[config.mk]
export PLATFORM = sky130hd
export DESIGN_NAME = clq_out_q
export DESIGN_NICKNAME = d
export VERILOG_FILES = /design/src/rtl/assert_macros.svh /design/src/rtl/clq_pkg.sv /design/src/rtl/clq_out_q.sv
export SDC_FILE = /design/constraint.sdc
export NUM_CORES = 1
export LEC_CHECK = 0
export ABC_AREA = 1
export BUFFER_PORTS_ARGS = -buffer_cell sky130_fd_sc_hd__buf_2
export CORE_MARGIN = 5
export CORE_UTILIZATION = 40
export DETAILED_ROUTE_END_ITERATION = 10
export PLACE_DENSITY = 0.75
export SYNTH_ARGS = -nofsm -noshare
export SYNTH_HDL_FRONTEND = slang
export SYNTH_SLANG_ARGS = --single-unit
[constraint.sdc]
create_clock -name clk -period 1.3 [get_ports clk]
set_input_delay 0.26 -clock clk [delete_from_list [all_inputs] [get_ports clk]]
set_output_delay 0.26 -clock clk [all_outputs]
set_load 0.05 [all_outputs]
[src/rtl/assert_macros.svh]
// Assertion macros for the RTL files that check their own behavior.
`ifndef ASSERT_MACROS_SVH
`define ASSERT_MACROS_SVH

// Same-cycle implication, disabled while reset is active.
`define ASSERT_NOW(label, clk, rst_n, lhs, rhs, msg) \
    label: assert property (@(posedge clk) disable iff (!rst_n) (lhs) |-> (rhs)) \
        else $error(msg);

// Next-cycle implication, disabled while reset is active.
`define ASSERT_NEXT(label, clk, rst_n, lhs, rhs, msg) \
    label: assert property (@(posedge clk) disable iff (!rst_n) (lhs) |=> (rhs)) \
        else $error(msg);

`endif

[src/rtl/clq_pkg.sv]
// Package with the item kinds, field widths and shared types of the rank query core.
`default_nettype none

package clq_pkg;

    localparam int VALUE_W = 32;
    localparam int COUNT_W = 8;
    localparam int KIND_W  = 2;

    typedef enum logic [KIND_W-1:0] {
        KIND_CLEAR = 2'd0,
        KIND_LOAD  = 2'd1,
        KIND_QUERY = 2'd2
    } clq_kind_t;

    // Query token that walks down the cell row.
    typedef struct packed {
        logic                      valid;
        logic signed [VALUE_W-1:0] key;
    } clq_tok_t;

    // One result item.
    typedef struct packed {
        logic [COUNT_W-1:0] count;
        logic               status;
    } clq_res_t;

    // Occupancy flags of the result queue.
    typedef struct packed {
        logic empty;
        logic full;
    } clq_q_stat_t;

endpackage

`default_nettype wire

[src/rtl/clq_out_q.sv]
// Two-entry result queue that lets the input side run while a result waits.
`default_nettype none

module clq_out_q
    import clq_pkg::*;
(
    input  logic        clk,
    input  logic        rst_n,
    input  logic        wr_en,
    input  clq_res_t    wr_data,
    input  logic        rd_en,
    output clq_res_t    rd_data,
    output clq_q_stat_t stat
);

    clq_res_t   q_reg [0:1];
    logic       wr_ptr_reg;
    logic       rd_ptr_reg;
    logic [1:0] cnt_reg;
    logic [1:0] cnt_next;

    always_comb
    begin
        cnt_next = cnt_reg;
        if (wr_en && !rd_en)
        begin
            cnt_next = cnt_reg + 2'd1;
        end
        else if (rd_en && !wr_en)
        begin
            cnt_next = cnt_reg - 2'd1;
        end
    end

    always_ff @(posedge clk)
    begin
        if (wr_en)
        begin
            q_reg[wr_ptr_reg] <= wr_data;
        end
    end

    always_ff @(posedge clk or negedge rst_n)
    begin
        if (!rst_n)
        begin
            wr_ptr_reg <= 1'b0;
            rd_ptr_reg <= 1'b0;
            cnt_reg    <= 2'd0;
        end
        else
        begin
            if (wr_en)
            begin
                wr_ptr_reg <= ~wr_ptr_reg;
            end
            if (rd_en)
            begin
                rd_ptr_reg <= ~rd_ptr_reg;
            end
            cnt_reg <= cnt_next;
        end
    end

    assign rd_data    = q_reg[rd_ptr_reg];
    assign stat.empty = (cnt_reg == 2'd0);
    assign stat.full  = (cnt_reg == 2'd2);

endmodule

`default_nettype wire

Word-level counts from Yosys, hierarchy flattened
Memory sizes are Yosys's and may differ from the RTL's.
Index checks and enable logic that the tools add are counted.
{"block": "word_totals", "register_bits": 4, "ramBits": 18, "input_bits": 13, "out_inout_bits": 11, "word_cells": 19, "mem_count": 1}
{"name": "q_reg", "depth": 2, "word_bits": 9, "read_ports": 1, "rd_clocked_by_memory_dff": 0, "wr": 1, "line": "clq_out_q.sv:16", "rtl": "clq_res_t q_reg [0:1];"}
{"block": "classes", "add_sub_neg": 2, "eq_ne": 1, "muxes": 4, "bitwise": 2, "reduce_logical": 6}
{"op": "2-bit two-way mux", "n": 2}
{"op": "2-bit by 1-bit adder with 2-bit output, second input constant", "n": 1}
{"op": "2-bit == test, second input constant", "n": 1}
{"op": "1-bit logical AND", "n": 2}
{"op": "1-bit logical NOT", "n": 2}
{"op": "2-bit logical NOT", "n": 1}
{"op": "1-bit two-way mux", "n": 2}
{"op": "1-bit inverter", "n": 2}
{"op": "2-bit nonzero test", "n": 1}
{"op": "2-bit by 1-bit subtractor with 2-bit output, second input constant", "n": 1}

Depth between registers and ports, before layout
{"block": "logic_depth", "depth_word": 4, "ltp_mapped": 7, "mapped_depth_nobuf": 7}

Worst setup path before layout
No wires, ideal clock.
{"block": "synth_timing", "path_kind": "register to output", "from": "register cnt_reg[0]", "to": "output port stat[0] (netlist bit)", "arrival_ns": 1.075, "required_ns": 1.040, "path_slack_ns": -0.035, "stages_incl_launch_ff": 2, "path_buffers": 0, "path_cell_list": "dfrtp_1 nor2_1"}
{"item": "from (decl)", "line": "clq_out_q.sv:19", "rtl": "logic [1:0] cnt_reg;"}
{"item": "from (signal assigned)", "line": "clq_out_q.sv:61", "rtl": "cnt_reg <= cnt_next;"}
{"item": "to (decl)", "line": "clq_out_q.sv:13", "rtl": "output clq_q_stat_t stat"}

==> impl_metrics.py <==
metrics = {
    "run_status": {
        "violations": "negative setup slack",
        "status": "finished with violations",
    },
    "sta": {
        "fmax_ghz": 0.635,
        "setup-tns-final_ns": -2.42,
        "period_needed_ns": 1.57,
        "fin_crit_sh_pct": 121,
        "setup_ws_ns": -0.274,
        "hold_slack_ns": 0.152,
        "skew_ns": 0.00181,
        "slew_violations": 0,
        "hold_viol_final": 0,
        "worst_slew_pin_slew_ns": 0.365,
        "relSlewSlack_pct": 75.6,
        "setup_viol": 9,
        "rsz0062_at_grt": "yes",
    },
    "route": {
        "drc": 0,
        "top_layer": "met4",
        "ant_nets": 0,
        "first_pass_iters": 2,
        "wl_um": 1380,
        "dr_wl_met2_um": 691,
        "drt-met1-wl_um": 552,
        "num_vias": 512,
        "drt_iter0_drc": 3,
        "viasPerCell": 4.45,
        "route.met3.wl_um": 120,
        "wire_per_inst_um": 12.0,
    },
    "logic_synthesis": {
        "synth-seq-cells": 22,
        "synth_flop_cell": "edfxtp_1",
        "synth_top_area_share_pct": 60.5,
        "synth_largest_area_cell": "edfxtp_1",
        "synth_enable_flop_cells": 18,
        "synth.net_count": 67,
        "avgSynthCellArea_um2": 16.9,
        "synth.area.top_cells": "edfxtp_1, mux2_4, dfrtp_1",
        "yosysSeqAreaShare_pct": 71.7,
        "yosys_warnings": 0,
        "synthCells": 53,
        "ys_types": 12,
        "synth.most_common_cell": "edfxtp_1",
        "synth_area_um2": 893,
        "synth_common_cells": "edfxtp_1, mux2_4, inv_1, nand2_1, dfrtp_1",
        "postSynth.asyncResetShare_pct": 18.2,
    },
    "place": {
        "numPortBuffers": 23,
        "hpwlAfterDp_um": 1060,
        "place_ws_ns": 0.00442,
        "routabilityCongestion": 0.648,
    },
    "global_route": {
        "grt_max_degree": 13,
        "grt_pass1_vias": 491,
        "grt_pass1_wl_um": 2130,
        "grt_overflow": 0,
        "grt_usage_pct": 8.68,
        "antenna_found_initial": 0,
    },
    "worst_hold_path": {
        "whs_endpoint": "q_reg[0][2]$_DFFE_PP_",
        "min-delay-start": "wr_data[2]",
        "hold_path.class": "input pin to register",
        "hold_depth": 1,
    },
    "layout": {
        "num_antenna_cells": 0,
        "finalNetCount": 102,
        "final_layout_size_suffix_gt1_share_pct": 52.9,
        "largest_reg_flops": 18,
        "area_delta_synth_final_pct": 36.7,
    },
    "cts": {
        "clk_pin_slew_ns": 0.11,
        "cts-root-buf": "clkbuf_4",
        "clkLatencyLatePin_ns": 0.29,
        "clockBufferDepth": 2,
        "cts_made_buffers": 3,
        "cts_tree": "built",
        "htree_levels": 1,
        "cts_sinks": 22,
    },
    "floorplan": {
        "die_height_um": 57.3,
        "start_util_pct": 41.2,
        "die_w_um": 57.3,
        "dieArea_um2": 3280,
        "core-area_um2": 2170,
        "rows": 17,
        "boundaryPins": 24,
    },
    "setup_path": {
        "ff2ff_path_depth": 2,
        "reg2reg_from": "wr_ptr_reg$_DFFE_PN0P_",
        "worstSetupPathType": "register to output port",
        "required_ns": 1.04,
        "critPathMaxFanout": 3,
        "worstPathArrival_ns": 1.31,
        "reg2reg_slack_ns": 0.23,
        "end_kind": "output port",
        "start_kind": "register",
        "r2r-end": "q_reg[1][6]$_DFFE_PP_",
    },
    "flow_run": {
        "drv_cap": 0,
    },
    "pwr": {
        "vdd_ir_drop_max_uv": 1390,
        "powerDensity_nw_per_um2": 2440,
        "power_leakage_nw": 0.540,
    },
}
-- critical path, cell delays in order (launching register included) --
cell and delay, ns:
dfrtp_1 0.41, buf_4 0.16, mux2_4 0.30, buf_8 0.15
-- metrics by stage --
step | utilization (%) | area, µm² | power [mW] | instances
5_1_grt | 56.3 | 1220 | 3.14 | 115
2_1_floorplan | - | 893 | 2.06 | 53
3_3_place_gp | 49.7 | 1080 | 2.33 | 109
4_1_cts | 55.1 | 1190 | 2.92 | 115
6_report | 56.3 | 1220 | 2.98 | 115
3_5_place_dp | 49.7 | 1080 | 2.36 | 109
-- area by class of cell --
cell class	instances	area, µm²
multi-input cells	23	230
inverters	7	26.3
clock buffers	4	26.3
repair buffers	31	262
flip-flops and latches	22	642
fillers	197	948
well taps	28	35.0
-- per-layer routing --
metal  GRT usage, %  vias up
li1               -      254
met1           10.2      239
met2           14.4       17
met3           2.94        2
met4           3.97        0
met5              0        -
-- how the worst max path moves through the flow --
stage	slack, ns	to	startpoint	cells after the start
finish	-0.27	rd_data[6]	rd_ptr_reg$_DFFE_PN0P_	3
global route	-0.34	rd_data[0]	rd_ptr_reg$_DFFE_PN0P_	3
CTS	-0.29	rd_data[8]	rd_ptr_reg$_DFFE_PN0P_	3
detailed placement	0.004	rd_data[6]	rd_ptr_reg$_DFFE_PN0P_	3
global placement	0.01	rd_data[0]	rd_ptr_reg$_DFFE_PN0P_	3
floorplan	-0.04	stat[0]	cnt_reg[0]$_DFFE_PN0P_	1
-- cell usage in the layout, fill, tap and decap left out --
cell type | Yosys | layout
buf_2 | 0 | 12
buf_4 | 0 | 7
buf_6 | 1 | 7
buf_8 | 0 | 4
clkbuf_1 | 0 | 1
clkbuf_4 | 0 | 3
dfrtp_1 | 4 | 3
dfrtp_2 | 0 | 1
dlygate4sd3_1 | 0 | 1
edfxtp_1 | 18 | 18
ha_1 | 1 | 1
inv_1 | 7 | 6
inv_2 | 0 | 1
mux2_4 | 9 | 9
nand2_1 | 5 | 5
nand3_1 | 1 | 1
nand4_1 | 1 | 1
nor2_1 | 3 | 1
nor2_4 | 0 | 2
xnor2_1 | 1 | 1
xor2_1 | 2 | 2
-- timing repair --
action | CTS | global route
hold buffers | 1 | 0
gates resized for setup | 25 | 7
endpoints found under the setup margin | 11 | 11
pin swaps | 2 | 2
hold endpoints to repair | 4 | 0
setup buffers | 1 | 0
-- kinds of logic (layout without fill, tap and decap cells) --
kind of cell               Yosys count  after routing  share of synthesized area [%]
xor gates and xnor gates             3              3                           2.94
adders and majority gates            1              1                           1.40
buffers and inverters                8             42                           4.20
DFF                                 22             22                           71.7
muxes                                9              9                           15.1
and+or+nand+nor                     10             10                           4.62
-- power breakdown --
part | switching [mW] | internal, mW | leakage [nW]
Sequential | 0.102 | 0.958 | 0.215
Combinational | 0.903 | 0.724 | 0.310
Clock | 0.179 | 0.119 | 0.0150
Total | 1.18 | 1.80 | 0.540
(Power assumes the default switching activity.)
