<file path="config.mk">
export PLATFORM = sky130hd
export DESIGN_NAME = clq_cell
export DESIGN_NICKNAME = d
export VERILOG_FILES = /design/src/rtl/assert_macros.svh /design/src/rtl/clq_pkg.sv /design/src/rtl/clq_cell.sv
export SDC_FILE = /design/constraint.sdc
export NUM_CORES = 1
export LEC_CHECK = 0
export BUFFER_PORTS_ARGS = -buffer_cell sky130_fd_sc_hd__buf_4
export CAP_MARGIN = 20
export CELL_PAD_IN_SITES_DETAIL_PLACEMENT = 0
export CELL_PAD_IN_SITES_GLOBAL_PLACEMENT = 1
export CORE_MARGIN = 10
export CORE_UTILIZATION = 36
export CTS_BUF_LIST = sky130_fd_sc_hd__clkbuf_4
export DETAILED_ROUTE_END_ITERATION = 8
export GPL_TIMING_DRIVEN = 0
export PLACE_DENSITY = 0.82
export SYNTH_ARGS = -nofsm -noshare
export SYNTH_HDL_FRONTEND = slang
export SYNTH_SLANG_ARGS = --single-unit
</file>
<file path="constraint.sdc">
create_clock -name clk -period 4.56 [get_ports clk]
set_input_delay 0.912 -clock clk [delete_from_list [all_inputs] [get_ports clk]]
set_output_delay 0.912 -clock clk [all_outputs]
set_load 0.01 [all_outputs]
</file>
<file path="src/rtl/assert_macros.svh">
// Assertion macros for the RTL files that check their own behavior.
`ifndef ASSERT_MACROS_SVH
`define ASSERT_MACROS_SVH

// Same-cycle implication, disabled while reset is active.
`define ASSERT_NOW(label, clk, rst_n, lhs, rhs, msg) \
    label: assert property (@(posedge clk) disable iff (!rst_n) (lhs) |-> (rhs)) \
        else $error(msg);

// Next-cycle implication, disabled while reset is active.
`define ASSERT_NEXT(label, clk, rst_n, lhs, rhs, msg) \
    label: assert property (@(posedge clk) disable iff (!rst_n) (lhs) |=> (rhs)) \
        else $error(msg);

`endif

</file>
<file path="src/rtl/clq_pkg.sv">
// Package with the item kinds, field widths and shared types of the rank query core.
`default_nettype none

package clq_pkg;

    localparam int VALUE_W = 32;
    localparam int COUNT_W = 8;
    localparam int KIND_W  = 2;

    typedef enum logic [KIND_W-1:0] {
        KIND_CLEAR = 2'd0,
        KIND_LOAD  = 2'd1,
        KIND_QUERY = 2'd2
    } clq_kind_t;

    // Query token that walks down the cell row.
    typedef struct packed {
        logic                      valid;
        logic signed [VALUE_W-1:0] key;
    } clq_tok_t;

    // One result item.
    typedef struct packed {
        logic [COUNT_W-1:0] count;
        logic               status;
    } clq_res_t;

    // Occupancy flags of the result queue.
    typedef struct packed {
        logic empty;
        logic full;
    } clq_q_stat_t;

endpackage

`default_nettype wire

</file>
<file path="src/rtl/clq_cell.sv">
// One cell of the row: holds a stored value and counts it against a passing query key.
`default_nettype none

module clq_cell
    import clq_pkg::*;
#(
    parameter int CNT_W    = 8,
    parameter int CELL_IDX = 0
)
(
    input  logic                      clk,
    input  logic                      rst_n,
    input  logic [CNT_W-1:0]          fill,
    input  logic                      shift_en,
    input  logic signed [VALUE_W-1:0] shift_in,
    output logic signed [VALUE_W-1:0] val_out,
    input  clq_tok_t                  tok_in,
    input  logic [CNT_W-1:0]          acc_in,
    output clq_tok_t                  tok_out,
    output logic [CNT_W-1:0]          acc_out
);

    logic signed [VALUE_W-1:0] val_reg;
    logic signed [VALUE_W-1:0] key_reg;
    logic                      tok_valid_reg;
    logic [CNT_W-1:0]          acc_reg;
    logic [CNT_W-1:0]          acc_next;
    logic                      hit;

    // The cell holds a live value only when its position lies below the fill count.
    assign hit      = tok_in.valid && (fill > CNT_W'(CELL_IDX)) && (val_reg <= tok_in.key);
    assign acc_next = acc_in + CNT_W'(hit);

    always_ff @(posedge clk)
    begin
        if (shift_en)
        begin
            val_reg <= shift_in;
        end
        key_reg <= tok_in.key;
        acc_reg <= acc_next;
    end

    always_ff @(posedge clk or negedge rst_n)
    begin
        if (!rst_n)
        begin
            tok_valid_reg <= 1'b0;
        end
        else
        begin
            tok_valid_reg <= tok_in.valid;
        end
    end

    assign val_out       = val_reg;
    assign tok_out.valid = tok_valid_reg;
    assign tok_out.key   = key_reg;
    assign acc_out       = acc_reg;

endmodule

`default_nettype wire

</file>
Word level (Yosys, flattened, before mapping). Cells that the tools add are included.

Bits of input ports: 84. Flip-flop bits (word level): 73. Logic and storage cells: 9.

Magnitude comparators: 2. $add $sub $neg: 1. Reductions and logical operators: 2.

Operators with widths (count): 32-bit <= comparator (1); 8-bit by 1-bit adder with 8-bit output (1); 8-bit by 1-bit > comparator with 1-bit output (second input constant) (1); 1-bit logical AND (2).

Logic depth before layout (Yosys ltp).
Depth after elaboration: 4. Mapped depth: 13.

Least setup slack after synthesis. Ideal clock, no wire load.

Path type: input to register. From: input port tok_in[14] (netlist name). To: register acc_reg[6] (netlist: acc_out[6]). Library setup time: 0.118 ns. Slack: 1.243 ns. Data arrival time: 3.199 ns. Buffers on the path: 0. Stages: 13. Cell sequence: inv_1 -> ha_1 -> a21oi_2 -> nand2_1 -> a221o_1 -> o311ai_1 -> or3b_1 -> a21oi_2 -> ha_1 -> ha_1 -> and3_1 -> nand3_1 -> xnor2_1.

Longest elaborated chain between the ends: 3.

Ends and longest elaborated chain: start: declaration (line clq_cell.sv:17) `input clq_tok_t tok_in,`; 32-bit <= comparator (line clq_cell.sv:31) `assign hit = tok_in.valid && (fill > CNT_W'(CELL_IDX)) && (val_reg <= tok_in.key);`; 1-bit logical AND (line clq_cell.sv:31); 8-bit by 1-bit adder with 8-bit output (line clq_cell.sv:32) `assign acc_next = acc_in + CNT_W'(hit);`; named net acc_next[6] (line clq_cell.sv:27) `logic [CNT_W-1:0] acc_next;`; end signal: assignment (line clq_cell.sv:41) `acc_reg <= acc_next;`; end: declaration (line clq_cell.sv:26) `logic [CNT_W-1:0] acc_reg;`.

The timed path passes the listed nets, and every way through them passes these cells. A chain may end at the register's enable or synchronous reset.

Worst setup path in the final report. Same ends and word-level chain as after synthesis.

==> results by group <==
Yosys
  • Synth cell types: 29
  • Post-synthesis sequential area ratio: 65.1%
  • Post-Syn Nets: 325
  • Post-Syn Instances: 207
  • Syn Area/Cell: 13.2 sq um
  • YS warnings: 0
  • Synthesized area: 2740 sq um
  • #FFs+latches synth: 73

Drt
  • Routed WL: 7800 um
  • Via count: 2153
  • Number of vias per cell: 4.50
  • Avg WL per Cell: 16.3 um
  • Drt first pass iters: 3
  • DRC viols: 0
  • DR iter-0 viols: 41
  • Antenna violation net count after detailed routing: 0

CTS
  • Sink Count: 73
  • Worst-Skew Late Latency: 400 ps
  • CTS Hold Bufs: 0
  • Clock transition at path regs: 100 ps
  • Cts repair resizes: 0
  • CTS Root Cell: clkbuf_4
  • H-tree levels: 3
  • Maximum clock path buffer count: 2
  • TritonCTS buffer count: 9
  • CTS tree: built
  • Setup bufs post-CTS: 0

STA
  • Worst slew pin tran: 605 ps
  • Maximum clock rate: 317 MHz
  • Setup Skew: 10.9 ps
  • RSZ-0062 raised after global routing: no
  • TNS Setup: 0 ps
  • Final Hold Viols: 0
  • Tcrit/Tclk final: 69.2%
  • Worst rel slew slack: 59.3%
  • Count of final setup violators: 0
  • Min Tclk post-route: 3160 ps
  • Max-slew violations: 0

Die
  • Die W: 107 um
  • Io pins: 157
  • Chip height: 107 um
  • Initial Util: 37.4%
  • Core area: 7330 sq um
  • Die ar.: 11500 sq um
  • Row cnt: 31

Placed design
  • Final GP Congestion: 0.809
  • Total placed cells including tap cells: 462
  • Placed Area: 4040 sq um
  • Post-DP HPWL: 6510 um
  • Number of I/O port buffers: 156

Power and ir drop
  • Pwr per Cell Area: 320 nW/um^2
  • IR drop worst, VDD: 0.000167 V
  • Static Leak: 2.04 nW
  • Sequential Power Share: 56.5%
  • Total power: 0.00133 W
  • P_sw: 0.000341 W
  • Clock Power Share: 24.8%
  • Internal power: 0.000985 W
  • Sw Share: 25.7%
  • Combinational Power Share: 18.6%

Critical path
  • Crit path buf inv count: 2
  • Worst path cell trace: buf_4, inv_1, ha_1, nand4_1, nor2_1, a221o_1, o311ai_1, or3b_1, a21oi_2, ha_1, ha_1, and3_1, nand3_1, xnor2_1
  • Worst endpoint data arrival time: 3450 ps
  • CP Max Fanout: 4
  • Slowest CP cell: or3b_1
  • Kind of critical path: input pin to flop
  • Critical path startpoint category: input pin
  • R2R setup slack: 1540 ps
  • Critical R2R Launch: val_out[14]
  • Worst stage delay on the critical path: 390 ps
  • CP most frequent cell: ha_1
  • CP Capture Type: flop
  • Worst EP required: 4860 ps
  • Delay-heaviest family, CP: simple AND/OR/NAND/NOR gates
  • R2R depth: 12
  • RR Endpoint: acc_out[6]

Cells and area
  • Antenna diode count: 0
  • Most frequent cells in the layout: buf_4 (157), dfxtp_1 (40), ha_1 (34), inv_1 (33), edfxtp_1 (32)
  • Layout cells sized above 1: 45.6%
  • # nets final: 492
  • Area grow syn2layout: 51.0%
  • Register Area: 1790 sq um
  • Fin cells: 478
  • Final instance area: 4140 sq um
  • Footprint of the multi-input gates: 825 sq um
  • Commonest non-fill, non-tap cell in the layout: buf_4
  • Fill count: 648

Run
  • Max_cap viols: 0

Global route
  • First-pass GRT wire length: 11900 um
  • Largest net degree at the start of global routing: 33
  • Gr usage total: 13.4%
  • Total gr overflow: 0
  • Vias in the first global route: 2426
  • Initial antenna violation count: 0

Min path
  • Hold WC Path Type: input pin to asynchronous set/reset pin

Run status
  • Status: completed
==> power groups by stage <==
stage / registers, W / clock network, W / logic, W
CTS: 0.000750 / 0.000344 / 0.000253
detailed placement: 0.000765 / 0 / 0.000251
global placement: 0.000763 / 0 / 0.000246
floorplan: 0.000786 / 0 / 0.0000686
global route: 0.000755 / 0.000371 / 0.000277
finish: 0.000750 / 0.000329 / 0.000247
==> Yosys cell counts, drive strengths merged <==
| master | n | area [sq um] |
|---|---|---|
| dfxtp | 40 | 801 |
| o311ai | 1 | 8.76 |
| nor4 | 2 | 12.5 |
| nand3 | 5 | 25.0 |
| xnor2 | 4 | 35.0 |
| buf | 1 | 7.51 |
| and4 | 1 | 8.76 |
| or3b | 1 | 8.76 |
| or4 | 2 | 15.0 |
| ha | 34 | 425 |
| a21oi | 14 | 77.6 |
| nand2 | 9 | 33.8 |
| a221o | 1 | 10.0 |
| xor2 | 2 | 17.5 |
| nor2b | 1 | 6.26 |
| inv | 33 | 124 |
| a2111oi | 1 | 8.76 |
| o211ai | 2 | 15.0 |
| o21ai | 4 | 20.0 |
| nor2 | 4 | 15.0 |
| and3 | 1 | 6.26 |
| a211oi | 2 | 15.0 |
| a21o | 1 | 7.51 |
| dfrtp | 1 | 25.0 |
| nand4 | 7 | 43.8 |
| edfxtp | 32 | 961 |
| a32oi | 1 | 8.76 |
==> metrics by stage <==
step | hold WS [ps] | setup slack (ps) | util [%]
2_1_floorplan | 616 | 1240 | -
3_3_place_gp | 688 | 967 | 55.1
3_5_place_dp | 690 | 943 | 55.1
4_1_cts | 236 | 1390 | 56.5
5_1_grt | 235 | 1170 | 56.5
6_report | 270 | 1400 | 56.5
==> final cells by class <==
class / count / share of cell area [%]
clock buffers: 11 / 1.99
multi-input cells: 100 / 19.9
inverters: 33 / 2.99
plain buffers: 1 / 0.181
flip-flops and latches: 73 / 43.1
clock inverters: 5 / 0.544
repair buffers: 156 / 28.3
well taps: 99 / 2.99
==> routing by layer <==
layer	global-route usage [%]	wire, um	up-vias
li1	-	-	1066
met1	13.1	2830	971
met2	23.1	3850	103
met3	7.07	1010	13
met4	5.51	119	0
met5	0	0	-
==> cell families (layout without fill, tap and decap cells) <==
kind of cell	after synthesis	in the layout	synth area share, %
flip-flops	73	73	65.1
adder cells (fa/ha/maj)	34	34	15.5
buffers and inverters	34	206	4.79
AND/OR/NAND/NOR	33	33	6.39
AO/OA/AOI/OAI	27	27	6.25
XOR/XNOR	6	6	1.92
==> worst register-to-register path, stage by stage (launching register included) <==
cell and delay, ps:
edfxtp_1 440, ha_1 370, nand4_1 190, nor2_1 70, a221o_1 310, o311ai_1 250, or3b_1 390, a21oi_2 120
ha_1 190, ha_1 180, and3_1 190, nand3_1 100, xnor2_1 120
==> worst max-delay path by stage <==
| stage | cells after the start | endpoint | slack [ps] | from |
|---|---|---|---|---|
| floorplan | 13 | acc_out[6] | 1240 | tok_in[14] |
| global placement | 14 | acc_out[6] | 970 | tok_in[7] |
| detailed placement | 14 | acc_out[6] | 940 | tok_in[14] |
| CTS | 14 | acc_out[6] | 1390 | tok_in[7] |
| global route | 14 | acc_out[6] | 1170 | tok_in[7] |
| finish | 14 | acc_out[6] | 1400 | tok_in[14] |
(Power assumes the default switching activity.)
